[config.mk]
export PLATFORM = sky130hd
export DESIGN_NAME = mts_cell
export DESIGN_NICKNAME = d
export VERILOG_FILES = /design/src/hw/rtl/mts_pkg.sv /design/src/hw/rtl/mts_cell.sv
export SDC_FILE = /design/constraint.sdc
export NUM_CORES = 1
export LEC_CHECK = 0
export BUFFER_PORTS_ARGS = -buffer_cell sky130_fd_sc_hd__buf_2
export CAP_MARGIN = 10
export CORE_UTILIZATION = 42
export CTS_CLUSTER_SIZE = 28
export DETAILED_ROUTE_END_ITERATION = 10
export PLACE_DENSITY = 0.89
export SETUP_SLACK_MARGIN = 0.1
export SYNTH_ARGS = -nofsm -noshare
export SYNTH_HDL_FRONTEND = slang
export SYNTH_SLANG_ARGS = --single-unit
[constraint.sdc]
create_clock -name clk -period 2.95 [get_ports clk]
set_input_delay 0.295 -clock clk [delete_from_list [all_inputs] [get_ports clk]]
set_output_delay 0.295 -clock clk [all_outputs]
set_load 0.02 [all_outputs]
[src/hw/rtl/mts_pkg.sv]
// shared types and constants for the max tracking stack
// no dependencies; imported by mts_cell and max_tracking_stack
package mts_pkg;

  localparam int DEPTH  = 64;
  localparam int DATA_W = 32;
  localparam int CNT_W  = $clog2(DEPTH + 1);
  localparam int OCC_W  = 7;
  localparam int STAT_W = 2;

  localparam logic OP_PUSH = 1'b0;
  localparam logic OP_POP  = 1'b1;

  localparam logic [STAT_W-1:0] ST_OK         = 2'd0;
  localparam logic [STAT_W-1:0] ST_POP_EMPTY  = 2'd1;
  localparam logic [STAT_W-1:0] ST_PUSH_FULL  = 2'd2;

  typedef logic signed [DATA_W-1:0] word_t;

  // shift command shared by every cell of the chain
  typedef struct packed {
    logic push;
    logic pop;
  } mts_shift_t;

endpackage

[src/hw/rtl/mts_cell.sv]
// one stack slot: holds an entry and the maximum of it and all entries below
// depends on mts_pkg
module mts_cell import mts_pkg::*; (
  input  logic       clk,
  input  mts_shift_t shift,
  input  word_t      upper_data,
  input  word_t      upper_max,
  input  word_t      lower_data,
  input  word_t      lower_max,
  output word_t      data,
  output word_t      max
);

  word_t data_r;
  word_t max_r;

  // push moves everything one slot deeper, pop brings it one slot up
  always_ff @(posedge clk) begin
    if (shift.push) begin
      data_r <= upper_data;
      max_r  <= upper_max;
    end else if (shift.pop) begin
      data_r <= lower_data;
      max_r  <= lower_max;
    end
  end

  assign data = data_r;
  assign max  = max_r;

endmodule

After elaboration in Yosys (flattened, before gate mapping)
Index checks and enable logic that the tools add are counted.
{"block": "word_totals", "wordCells": 7, "input_bits": 131, "regBits": 64}
{"block": "op_classes", "reduce_logical": 1, "n_mux": 4}
{"operator": "$mux 32", "count": 4}
{"operator": "$reduce_bool 2->1", "count": 1}

Longest topological paths before layout
Gate-level depths: netlist of run 1.
{"block": "logic_depth", "depth_word": 2, "depth_mapped": 3, "depth_no_buf": 1}

Worst setup path after synthesis of run 1
OpenSTA, ideal clock, no wires.
{"block": "synth_path", "path_type": "input to register", "start": "input shift[1] (netlist bit)", "end": "register data_r[0] (netlist: data[0]), enable pin", "setup_time_ns": 0.426, "path_slack_ns": 0.481, "cell_stages": 3, "t_arrival_ns": 2.044, "path_cell_list": "buf_6 -> buf_6 -> or2_1"}
{"block": "synth_via", "elab_chain_len": 1}
{"item": "start, declared", "line": "mts_cell.sv:5", "text": "input mts_shift_t shift,"}
{"item": "$reduce_bool 2->1 (no line)"}
{"item": "end signal, assigned", "line": "mts_cell.sv:20", "text": "data_r <= upper_data;"}
{"item": "end signal, assigned", "line": "mts_cell.sv:23", "text": "data_r <= lower_data;"}
{"item": "end, declared", "line": "mts_cell.sv:14", "text": "word_t data_r;"}
No other way between the ends.
A chain may end at the register's enable or synchronous reset.

Worst setup path in the final report of run 1
{"block": "layout_path", "start": "input shift[1] (netlist bit)", "end": "register data_r[31] (netlist: data[31]), data pin"}
{"block": "layout_via", "elab_chain_len": 1}
{"item": "$mux 32", "line": "mts_cell.sv:19", "text": "if (shift.push) begin"}
No other way between the ends.

==> out/metrics.sh, run 1 <==
CTS_TREE='built'
NUMBER_OF_DRC_MARKERS_IN_ITERATION_0=66
TIGHTEST_SLEW_NS=0.677
WORST-ENDPOINT-ARRIVAL_NS=1.73
DRIVE_GT1_SHARE_PCT=81.2
YS_TYPES=6
DPL_WORST_SLACK_NS=0.941
SYNTH-SEQ-AREA-SHARE_PCT=66.1
SYN_NETS=267
POST-ROUTE-MIN-PERIOD_NS=1.65
SYNTH_FA_HA_AREA_SHARE_PCT=0
ANTENNA_CELLS_INSERTED=0
SLEW_VIOL_FINAL=0
P_PER_AREA_nW_PER_UM2=582
MAX-CAP-VIOLATIONS=0
POST-ROUTE-DRC-COUNT=0
TIMING.CRITICAL_PATH.TO='data[31]'
PIN_COUNT_OF_THE_BIGGEST_NET_ENTERING_GLOBAL_ROUTING=41
SETUP_VIOL=0
SETUP_WS_NS=1.30
SYNTH_ENABLE_FLOP_CELLS=64
SYNTH_TOP_CELL_AREA_SHARE_PCT=66.1
SYNTH_COMPOUND_AREA_SHARE_PCT=0
CLK_PATH_BUF_DEPTH=2
SETUP.WORST_PATH.START='shift[1]'
CRIT_PATH_CELL_TRACE='buf_4 -> buf_4 -> mux2_2'
P_LEAK_nW=2.00
INITIAL_ANTENNA_VIOLATION_COUNT=0
SYNTH_AREA_UM2=2910
DRT.ANTENNA.VIOLATING_NETS=0
CRIT_PATH_MAX_FANOUT=40
SYNTHTOPCELLSBYCOUNT='edfxtp_1, mux2_4, mux2_2'
ROOT_BUFFER='clkbuf_8'
FIRSTDRTPASSITERS=4
FLOORPLAN.IO_PINS=195
RUN_STATUS='finished, final reports clean'
CHIPHEIGHT_UM=85.2
DETAILROUTE.VIA_COUNT=1961
SYNTH_TOP_FAMILY_BY_AREA='multiplexers'
NETLIST.TOP_CELL.BY_AREA='edfxtp_1'
WIRE_LENGTH_OF_THE_FIRST_GLOBAL_ROUTING_PASS_UM=10100
WORST_HOLD_PATH_TYPE='input port to flip-flop'
FINAL_NET_COUNT=467
SORT_OF_ELEMENT_AT_THE_START_OF_THE_CRITICAL_PATH='input port'
SYNTH_SEQ_CELLS=64
PORTBUFFERS=194
DIE-AREA_UM2=7250
CTS-RESIZED-GATES=0
GRT_USE_TOTAL_PCT=19.0
IR_WORST_VDD_mV=0.224
POSTCTSHOLDBUFS=0
SYNTH-WARNING-COUNT=0
DIE_WIDTH_UM=85.2
SYNTHESIS.INSTANCES=136
WORST_SETUP_HOLD_PATH_CLK_SLEW_NS=0.07
WIRE_PER_INST_UM=16.7
ROUTE.DETAILED.VIAS_PER_INST=4.70
POST_CTS_SETUP_REPAIR_BUFFER_COUNT=0
CTS.HTREE.LEVELS=3
GPL.FINAL_WEIGHTED_CONGESTION=0.780
ROWS=29
TIMING.CRITICAL_PATH.MAX_DELAY_FAMILY='buffers and inverters'
FINALCRITPERIODSHARE_PCT=56.0
CP_NUM_CELLS=3
PROPORTION_OF_SYNTHESIZED_AREA_IN_MUX_CELLS_PCT=31.1
TIMING_HOLD_VIOLATIONS_FINAL=0
YOSYS-TOP-CELLS-AREA='edfxtp_1, mux2_4, mux2_2'
CPPEAKSTAGEDELAY_NS=0.63
CORE-AREA_UM2=6490
FINALHOLDWORSTSLACK_NS=0.259
POST_SYNTH_XOR_AREA_FRACTION_PCT=0
CTS_MADE_BUFFERS=9
TIMING.SETUP.TNS_NS=0
SYNTH_AREA_PER_CELL_UM2=21.4
DRT_WL_TOTAL_UM=6970
MAX-SLEW-MARGIN-REL_PCT=54.9
CRIT_PATH_FREQUENT_CELL='buf_4'
SYNTH_TOP_FLOP_CELL='edfxtp_1'
GRT_OVERFLOW_TOTAL=0
MAXCLOCKFREQUENCY_MHz=605
FIRST_GLOBAL_VIAS=1965
GRT_SETUP_UNREPAIRED='no'
WORSTPATHREQUIRED_NS=3.03
LAYOUT-AREA-OVERHEAD-VS-SYNTH_PCT=42.5
CP.BUFFERS_INVERTERS=2
CTS.SINKS=64
WORSTSETUPPATHTYPE='input port to flip-flop'
CRIT_PATH_END_KIND='flip-flop'
SYNTHSIMPLEGATEAREAFRAC_PCT=0.215
ASYNC_SET_OR_RESET_FLOP_FRACTION_IN_THE_SYNTHESIZED_NETLIST_PCT=0
SYNTH_MOST_COMMON_CELL='edfxtp_1'
WORST_PATH_MAX_DELAY_CELL='buf_4'
STARTING_DENSITY_PCT=44.7
## kinds of logic (layout without fill, tap and decap cells)
group                  Yosys count  after routing
multiplexers                    64             64
AND/OR/NAND/NOR                  1              1
buffers and inverters            7            211
flip-flops                      64             64
## registers in the layout, summed over array words and instances, names as in the netlist
signal and cells:
data 32, max 32
## through the flow
step,utilization [%],cells,cell area (um2),power [mW]
floorplan,-,136,2910,1.44
global placement,60.5,402,3930,1.62
detailed placement,60.5,402,3930,1.64
CTS,63.7,417,4140,2.43
global route,63.7,417,4140,2.50
finish,63.7,417,4140,2.41
## power breakdown
part / switching, mW / internal (mW) / leakage (nW)
clock network: 0.327 / 0.468 / 0.101
logic: 0.249 / 0.221 / 1.24
registers: 0.0267 / 1.12 / 0.652
total: 0.603 / 1.81 / 2.00
## final cells by class
cell class / instances / area [um2]
clock inverters: 6 / 85.1
flip-flops and latches: 64 / 1920
multi-input cells: 65 / 911
well taps: 77 / 96.3
fillers: 496 / 2360
clock buffers: 9 / 124
repair buffers: 196 / 1000
## how the worst min path moves through the flow
stage,to,startpoint,slack (ns),cells past startpoint
floorplan,data[0],upper_data[0],0.51,1
global placement,data[16],upper_data[16],0.60,2
detailed placement,max[11],upper_max[11],0.60,2
CTS,data[28],upper_data[28],0.24,2
global route,max[11],upper_max[11],0.24,2
finish,max[11],upper_max[11],0.26,2
## metal layers
metal / GRT usage, % / wire, um / up-vias
met3: 5.74 / 511 / 8
met1: 20.5 / 2560 / 914
li1: - / - / 933
met4: 7.70 / 113 / 0
met2: 34.6 / 3780 / 106
met5: 0 / 0 / -
## placed cells by master (no fill, tap or decap)
cell type     n
or2_2         1
clkbuf_8      9
clkinvlp_4    2
bufinv_16     2
mux2_4       49
buf_2       193
clkinv_2      2
buf_12        1
edfxtp_1     64
buf_4         2
mux2_2       15
No activity file was read; power rests on OpenSTA's default activity.
==> inputs of run 2 (changes only) <==
--- a/config.mk
+++ b/config.mk
@@ -5,12 +5,13 @@
 export SDC_FILE = /design/constraint.sdc
 export NUM_CORES = 1
 export LEC_CHECK = 0
+export ABC_AREA = 1
 export BUFFER_PORTS_ARGS = -buffer_cell sky130_fd_sc_hd__buf_2
 export CAP_MARGIN = 10
-export CORE_UTILIZATION = 42
+export CORE_UTILIZATION = 41
 export CTS_CLUSTER_SIZE = 28
 export DETAILED_ROUTE_END_ITERATION = 10
-export PLACE_DENSITY = 0.89
+export PLACE_DENSITY = 0.88
 export SETUP_SLACK_MARGIN = 0.1
 export SYNTH_ARGS = -nofsm -noshare
 export SYNTH_HDL_FRONTEND = slang
==> constraint.sdc (replaced) <==
create_clock -name clk -period 1.65 [get_ports clk]
set_input_delay 0.165 -clock clk [delete_from_list [all_inputs] [get_ports clk]]
set_output_delay 0.165 -clock clk [all_outputs]
set_load 0.02 [all_outputs]
==> run 2 against run 1 <==
Against the previous run:
- die area is 2.8% lower
- sequential power grew 79%
- the flow now finishes with violations (DRC)
- clock power is 37% higher
- global-route usage up 1.1 points
- wire length down 2.9%
- worst hold slack lost 0.16 ns
- utilization is 2.9 points lower
==> out/metrics.sh, run 2 <==
TIMING.CRITICAL_PATH.TO='max[17]'  # was data[31]
TIMING.CRITICAL_PATH.MAX_DELAY_FAMILY='buffers and inverters'  # unchanged
GPL.FINAL_WEIGHTED_CONGESTION=0.753  # was 0.780
WORST-ENDPOINT-ARRIVAL_NS=1.32  # was 1.73 ns
ASYNC_SET_OR_RESET_FLOP_FRACTION_IN_THE_SYNTHESIZED_NETLIST_PCT=0  # unchanged
CRIT_PATH_CELL_TRACE='buf_2 -> inv_2 -> nand2_1 -> nand2_1'  # was buf_4 -> buf_4 -> mux2_2
SYNTH_TOP_CELL_AREA_SHARE_PCT=69.8  # was 66.1%
CP_NUM_CELLS=4  # was 3
SYNTH_ENABLE_FLOP_CELLS=64  # unchanged
DP_HPWL_UM=5060
CTS.HTREE.LEVELS=3  # unchanged
SLEW_VIOL_FINAL=0  # unchanged
CTS_MADE_BUFFERS=9  # unchanged
SETUP.WORST_PATH.START='shift[1]'  # unchanged
CTS-RESIZED-GATES=0  # unchanged
DESIGN_POWER_TOTAL_mW=3.89  # was 2.41 mW
CTS_TREE='built'  # unchanged
SYNTH-WARNING-COUNT=0  # unchanged
WORSTSETUPPATHTYPE='input port to flip-flop'  # unchanged
P_PER_AREA_nW_PER_UM2=997  # was 582 nW/um2
FINAL_NET_COUNT=598  # was 467
SYNTH_AREA_UM2=2760  # was 2910 um2
NETLIST.TOP_CELL.BY_AREA='edfxtp_1'  # unchanged
NUMBER_OF_DRC_MARKERS_IN_ITERATION_0=115  # was 66
SYNTHESIS.INSTANCES=271  # was 136
CP.BUFFERS_INVERTERS=2  # unchanged
GRT_OVERFLOW_TOTAL=0  # unchanged
YS_TYPES=6  # unchanged
POST-ROUTE-MIN-PERIOD_NS=1.13
SYNTH_MOST_COMMON_CELL='nand2_1'  # was edfxtp_1
LAYOUT-AREA-OVERHEAD-VS-SYNTH_PCT=41.7  # was 42.5%
FIRSTDRTPASSITERS=7  # was 4
SYNTH_AREA_PER_CELL_UM2=10.2  # was 21.4 um2
WIRE_PER_INST_UM=12.3  # was 16.7 um
WIRE_LENGTH_OF_THE_FIRST_GLOBAL_ROUTING_PASS_UM=10900  # was 10,100 um
NUM-FILL-CELLS=539  # was 496
SYNTH_SEQ_CELLS=64  # unchanged
TIGHTEST_SLEW_NS=1.00  # was 0.677 ns
PORTBUFFERS=194  # unchanged
TIMING_HOLD_VIOLATIONS_FINAL=0  # unchanged
PIN_COUNT_OF_THE_BIGGEST_NET_ENTERING_GLOBAL_ROUTING=65  # was 41
CLK_PATH_BUF_DEPTH=2  # unchanged
WORST_HOLD_PATH_TYPE='input port to flip-flop'  # unchanged
POSTCTSHOLDBUFS=0  # unchanged
P_LEAK_nW=2.10  # was 2.00 nW
MAX-CAP-VIOLATIONS=0  # unchanged
ROOT_BUFFER='clkbuf_8'  # unchanged
CRIT_PATH_MAX_FANOUT=64  # was 40
MAXCLOCKFREQUENCY_MHz=883
FINALCRITPERIODSHARE_PCT=68.6
YOSYS-TOP-CELLS-AREA='edfxtp_1, nand2_1, buf_6'  # was edfxtp_1, mux2_4, mux2_2
RUN_STATUS='complete, but fails checks'  # was finished, final reports clean
DRIVE_GT1_SHARE_PCT=45.1  # was 81.2%
CORE-AREA_UM2=6420  # was 6490 um2
DETAILROUTE.VIA_COUNT=2474  # was 1,961
POST-ROUTE-DRC-COUNT=24  # was 0
STARTING_DENSITY_PCT=42.9  # was 44.7%
TIMING.SETUP.TNS_NS=0  # unchanged
SYN_NETS=402  # was 267
CRIT_PATH_END_KIND='flip-flop'  # unchanged
CPPEAKSTAGEDELAY_NS=0.71  # was 0.63 ns
DIE_WIDTH_UM=84.0  # was 85.2 um
LAYOUT.CELLS.MOST_COMMON_LIST='buf_2, nand2_1, edfxtp_1, clkbuf_8'  # was buf_2, edfxtp_1, mux2_4, mux2_2, clkbuf_8
ROWS=29  # unchanged
DIE-AREA_UM2=7050  # was 7250 um2
GRT_SETUP_UNREPAIRED='no'  # unchanged
COMMONEST_NON_FILL_NON_TAP_CELL_IN_THE_LAYOUT='buf_2'  # unchanged
SETUP_VIOL=0  # unchanged
VIOLATIONS='DRC'
WORST_PATH_MAX_DELAY_CELL='inv_2'  # was buf_4
IR_WORST_VDD_mV=0.555  # was 0.224 mV
GRT_USE_TOTAL_PCT=20.1  # was 19.0%
WORSTPATHREQUIRED_NS=1.84  # was 3.03 ns
CHIPHEIGHT_UM=84.0  # was 85.2 um
POST_CTS_SETUP_REPAIR_BUFFER_COUNT=0  # unchanged
FLOORPLAN.IO_PINS=195  # unchanged
SYNTH-SEQ-AREA-SHARE_PCT=69.8  # was 66.1%
ANTENNA_CELLS_INSERTED=0  # unchanged
CRIT_PATH_FREQUENT_CELL='nand2_1'  # was buf_4
ROUTE.DETAILED.VIAS_PER_INST=4.51  # was 4.70
DRT.ANTENNA.VIOLATING_NETS=0  # unchanged
INITIAL_ANTENNA_VIOLATION_COUNT=0  # unchanged
SYNTHTOPCELLSBYCOUNT='nand2_1, edfxtp_1, buf_2'  # was edfxtp_1, mux2_4, mux2_2
MAX-SLEW-MARGIN-REL_PCT=33.2  # was 54.9%
CTS.SINKS=64  # unchanged
FIRST_GLOBAL_VIAS=2481  # was 1,965
WORST_SETUP_HOLD_PATH_CLK_SLEW_NS=0.07  # about the same
DRT_WL_TOTAL_UM=6760  # was 6970 um
SYNTH_TOP_FLOP_CELL='edfxtp_1'  # unchanged
SORT_OF_ELEMENT_AT_THE_START_OF_THE_CRITICAL_PATH='input port'  # unchanged
==> run 2: worst min-delay path by stage <==
stage | from | slack, ns | endpoint | depth (start not counted)
floorplan | lower_data[0] | 0.34 | data[0] | 2
global placement | lower_max[16] | 0.42 | max[16] | 3
detailed placement | lower_max[15] | 0.43 | max[15] | 3
CTS | lower_max[15] | 0.08 | max[15] | 3
global route | lower_max[0] | 0.09 | max[0] | 3
finish | lower_max[15] | 0.1 | max[15] | 3
==> run 2: logic make-up (layout without fill, tap and decap cells) <==
group,after synthesis,count (layout),share of synthesized area (%)
and+or+nand+nor,193,193,26.4
DFF,64,64,69.8
buffers and inverters,14,215,3.86
==> run 2: final cells by class <==
cell class | instances | area (um2) | share of cell area [%]
Tap cell | 77 | 96.3 | 2.47
Multi-Input combinational cell | 193 | 727 | 18.6
Timing Repair Buffer | 198 | 1000 | 25.6
Sequential cell | 64 | 1920 | 49.2
Inverter | 1 | 3.75 | 0.0961
Clock buffer | 11 | 131 | 3.36
Clock inverter | 5 | 23.8 | 0.609
==> run 2: report_power, final <==
group / switching, mW / internal (mW) / total, mW
Sequential: 0.0425 / 2.00 / 2.04
Combinational: 0.484 / 0.284 / 0.768
Clock: 0.558 / 0.530 / 1.09
==> run 2: metrics by stage <==
step	area (um2)	std cells	hold slack, ns	util [%]	worst slack (ns)
after global routing	3910	549	0.0870	60.8	0.426
after floorplan	2760	271	0.344	-	0.124
after global placement	3750	533	0.425	58.4	0.298
final	3910	549	0.0983	60.8	0.518
after CTS	3910	549	0.0836	60.8	0.537
after detailed placement	3750	533	0.431	58.4	0.195
==> run 2: layer usage <==
layer	wire, um	track usage, %	vias to the layer above
li1	-	-	1260
met1	2500	20.2	1063
met2	3440	36.5	129
met3	569	6.53	22
met4	248	10.8	0
met5	0	0	-
==> inputs of run 3 (changes only) <==
--- a/config.mk
+++ b/config.mk
@@ -8,10 +8,10 @@
 export ABC_AREA = 1
 export BUFFER_PORTS_ARGS = -buffer_cell sky130_fd_sc_hd__buf_2
 export CAP_MARGIN = 10
-export CORE_UTILIZATION = 41
+export CORE_UTILIZATION = 37
 export CTS_CLUSTER_SIZE = 28
 export DETAILED_ROUTE_END_ITERATION = 10
-export PLACE_DENSITY = 0.88
+export PLACE_DENSITY = 0.84
 export SETUP_SLACK_MARGIN = 0.1
 export SYNTH_ARGS = -nofsm -noshare
 export SYNTH_HDL_FRONTEND = slang
==> constraint.sdc (replaced) <==
create_clock -name clk -period 1.02 [get_ports clk]
set_input_delay 0.102 -clock clk [delete_from_list [all_inputs] [get_ports clk]]
set_output_delay 0.102 -clock clk [all_outputs]
set_load 0.02 [all_outputs]
==> run 3 against run 2 <==
Against the previous run:
- the run now ends clean
- flip-flop and latch count did not move
- combinational power rose by 110%
- non-clock buffer count rose by 2
- largest cell class unchanged
- largest power group unchanged
==> out/metrics.sh, run 3 (synthesis results as in run 2) <==
DETAILROUTE.VIA_COUNT=2508  # was 2,474
POST-ROUTE-MIN-PERIOD_NS=0.998
ROUTE.DETAILED.VIAS_PER_INST=4.38  # was 4.51
DRT_WL_TOTAL_UM=7050  # was 6760 um
CTS.HTREE.LEVELS=3  # unchanged
P_LEAK_nW=2.27  # was 2.10 nW
REGISTER_AREA_UM2=1920  # unchanged
WORST_SETUP_HOLD_PATH_CLK_SLEW_NS=0.07  # about the same
ANTENNA_CELLS_INSERTED=0  # unchanged
DP_HPWL_UM=5090  # was 5060 um
NUM-FILL-CELLS=609  # was 539
GRT_SETUP_UNREPAIRED='yes'  # was no
WIRE_LENGTH_OF_THE_FIRST_GLOBAL_ROUTING_PASS_UM=9970  # was 10,900 um
RUN_STATUS='finished, final reports clean'  # was complete, but fails checks
NUMBER_OF_DRC_MARKERS_IN_ITERATION_0=86  # was 115
DIE_WIDTH_UM=88.3  # was 84.0 um
ROOT_BUFFER='clkbuf_8'  # unchanged
TIMING.CRITICAL_PATH.MAX_DELAY_FAMILY='flip-flops'  # was buffers and inverters
CTS_MADE_BUFFERS=9  # unchanged
POST-ROUTE-DRC-COUNT=0  # was 24
MAX-SLEW-MARGIN-REL_PCT=77.9  # was 33.2%
FINAL_NET_COUNT=600  # was 598
GLOBAL_ROUTE.PEAK_USAGE_LAYER='met2'  # unchanged
MAXCLOCKFREQUENCY_MHz=1000
WORST-ENDPOINT-ARRIVAL_NS=0.90  # was 1.32 ns
FIRSTDRTPASSITERS=5  # was 7
CPPEAKSTAGEDELAY_NS=0.41  # was 0.71 ns
CHIPHEIGHT_UM=88.3  # was 84.0 um
TIMING_HOLD_VIOLATIONS_FINAL=0  # unchanged
ROWS=31  # was 29
CRIT_PATH_CELL_TRACE='buf_6'  # was buf_2 -> inv_2 -> nand2_1 -> nand2_1
LAYOUT-AREA-OVERHEAD-VS-SYNTH_PCT=60.6  # was 41.7%
INITIAL_ANTENNA_VIOLATION_COUNT=0  # unchanged
CORE-AREA_UM2=7210  # was 6420 um2
IR_WORST_VDD_mV=0.840  # was 0.555 mV
WORSTPATHREQUIRED_NS=0.92  # was 1.84 ns
GRT_USE_TOTAL_PCT=17.1  # was 20.1%
MULTIINPUTGATEAREA_UM2=729  # was 727 um2
GPL.FINAL_WEIGHTED_CONGESTION=0.764  # was 0.753
PORTBUFFERS=194  # unchanged
COMMONEST_NON_FILL_NON_TAP_CELL_IN_THE_LAYOUT='nand2_1'  # was buf_2
POSTCTSHOLDBUFS=0  # unchanged
CTS_TREE='built'  # unchanged
DRT.ANTENNA.VIOLATING_NETS=0  # unchanged
CRIT_PATH_END_KIND='output port'  # was flip-flop
GRTUSAGEMET1_PCT=17.7  # was 20.2%
WORST_HOLD_PATH_TYPE='input port to flip-flop'  # unchanged
DIE-AREA_UM2=7800  # was 7050 um2
DESIGN_POWER_TOTAL_mW=6.99  # was 3.89 mW
WORST_PATH_MAX_DELAY_CELL='edfxtp_1'  # was inv_2
FINALCRITPERIODSHARE_PCT=97.8
CTS.SINKS=64  # unchanged
GRT_OVERFLOW_TOTAL=0  # unchanged
TIGHTEST_SLEW_NS=0.331  # was 1.00 ns
WORSTSETUPPATHTYPE='flip-flop to output port'  # was input port to flip-flop
LAYOUT.CELLS.MOST_COMMON_LIST='nand2_1, buf_2, edfxtp_1, buf_6, clkbuf_8'  # was buf_2, nand2_1, edfxtp_1, clkbuf_8
SLEW_VIOL_FINAL=0  # unchanged
WIRE_PER_INST_UM=12.3  # about the same
MAX-CAP-VIOLATIONS=0  # unchanged
GRT_USE_MET3_PCT=5.13  # was 6.53%
SETUP_VIOL=0  # unchanged
DRIVE_GT1_SHARE_PCT=45.1  # about the same
CRIT_PATH_MAX_FANOUT=1  # was 64
CLK_PATH_BUF_DEPTH=2  # unchanged
CP.BUFFERS_INVERTERS=1  # was 2
MET2_USAGE_PCT=30.5  # was 36.5%
FLOORPLAN.IO_PINS=195  # unchanged
STARTING_DENSITY_PCT=38.2  # was 42.9%
FIRST_GLOBAL_VIAS=2321  # was 2,481
FIN_UTIL_PCT=61.3  # was 60.8%
P_PER_AREA_nW_PER_UM2=1580  # was 997 nW/um2
SORT_OF_ELEMENT_AT_THE_START_OF_THE_CRITICAL_PATH='flip-flop'  # was input port
PIN_COUNT_OF_THE_BIGGEST_NET_ENTERING_GLOBAL_ROUTING=34  # was 65
run 3: per-stage QoR:
step / TNS [ns] / hold WS [ns] / instances / instance area [um2] / setup slack, ns
final: 0 / 0.0337 / 573 / 4420 / 0.0223
after global routing: -0.0255 / 0.0199 / 573 / 4420 / -0.00861
after CTS: 0 / 0.0141 / 573 / 4120 / 0.00963
after detailed placement: 0 / 0.368 / 557 / 3840 / 0.0832
after global placement: 0 / 0.367 / 557 / 3840 / 0.0961
after floorplan: -6.51 / 0.281 / 271 / 2770 / -0.102
run 3: metal layers:
layer / wire (um) / vias up / part of all wire [%]
met4: 161 / 0 / 2.3
li1: - / 1264 / -
met2: 3910 / 105 / 55
met3: 461 / 17 / 6.5
met1: 2510 / 1122 / 36
met5: 0 / - / 0
run 3: layout make-up:
class / instances / share of cell area, %
sequential: 64 / 43.4
tap: 99 / 2.80
inverter: 1 / 0.0848
clock inverter: 5 / 1.07
multi-input combinational: 193 / 16.5
timing repair buffer: 200 / 33.1
clock buffer: 11 / 2.97
run 3: path summary, 6_finish.rpt:
path | start | endpoint | slack, ns | cells after the start
max | max[15] | max[15] | 0.02 | 1
min | lower_data[27] | data[27] | 0.03 | 3
run 3: what timing repair did:
item                                    4_1_cts  5_1_grt
pin swaps                                     0        0
resized for setup                            32       97
buffers inserted                              0        0
endpoints found under the setup margin       64       64
run 3: power by group:
group	leakage, nW	total (mW)	switching (mW)	internal, mW
Clock	0.0922	2.01	0.905	1.11
Sequential	0.659	3.38	0.138	3.24
Combinational	1.52	1.60	0.798	0.806
Total	2.27	6.99	1.84	5.15
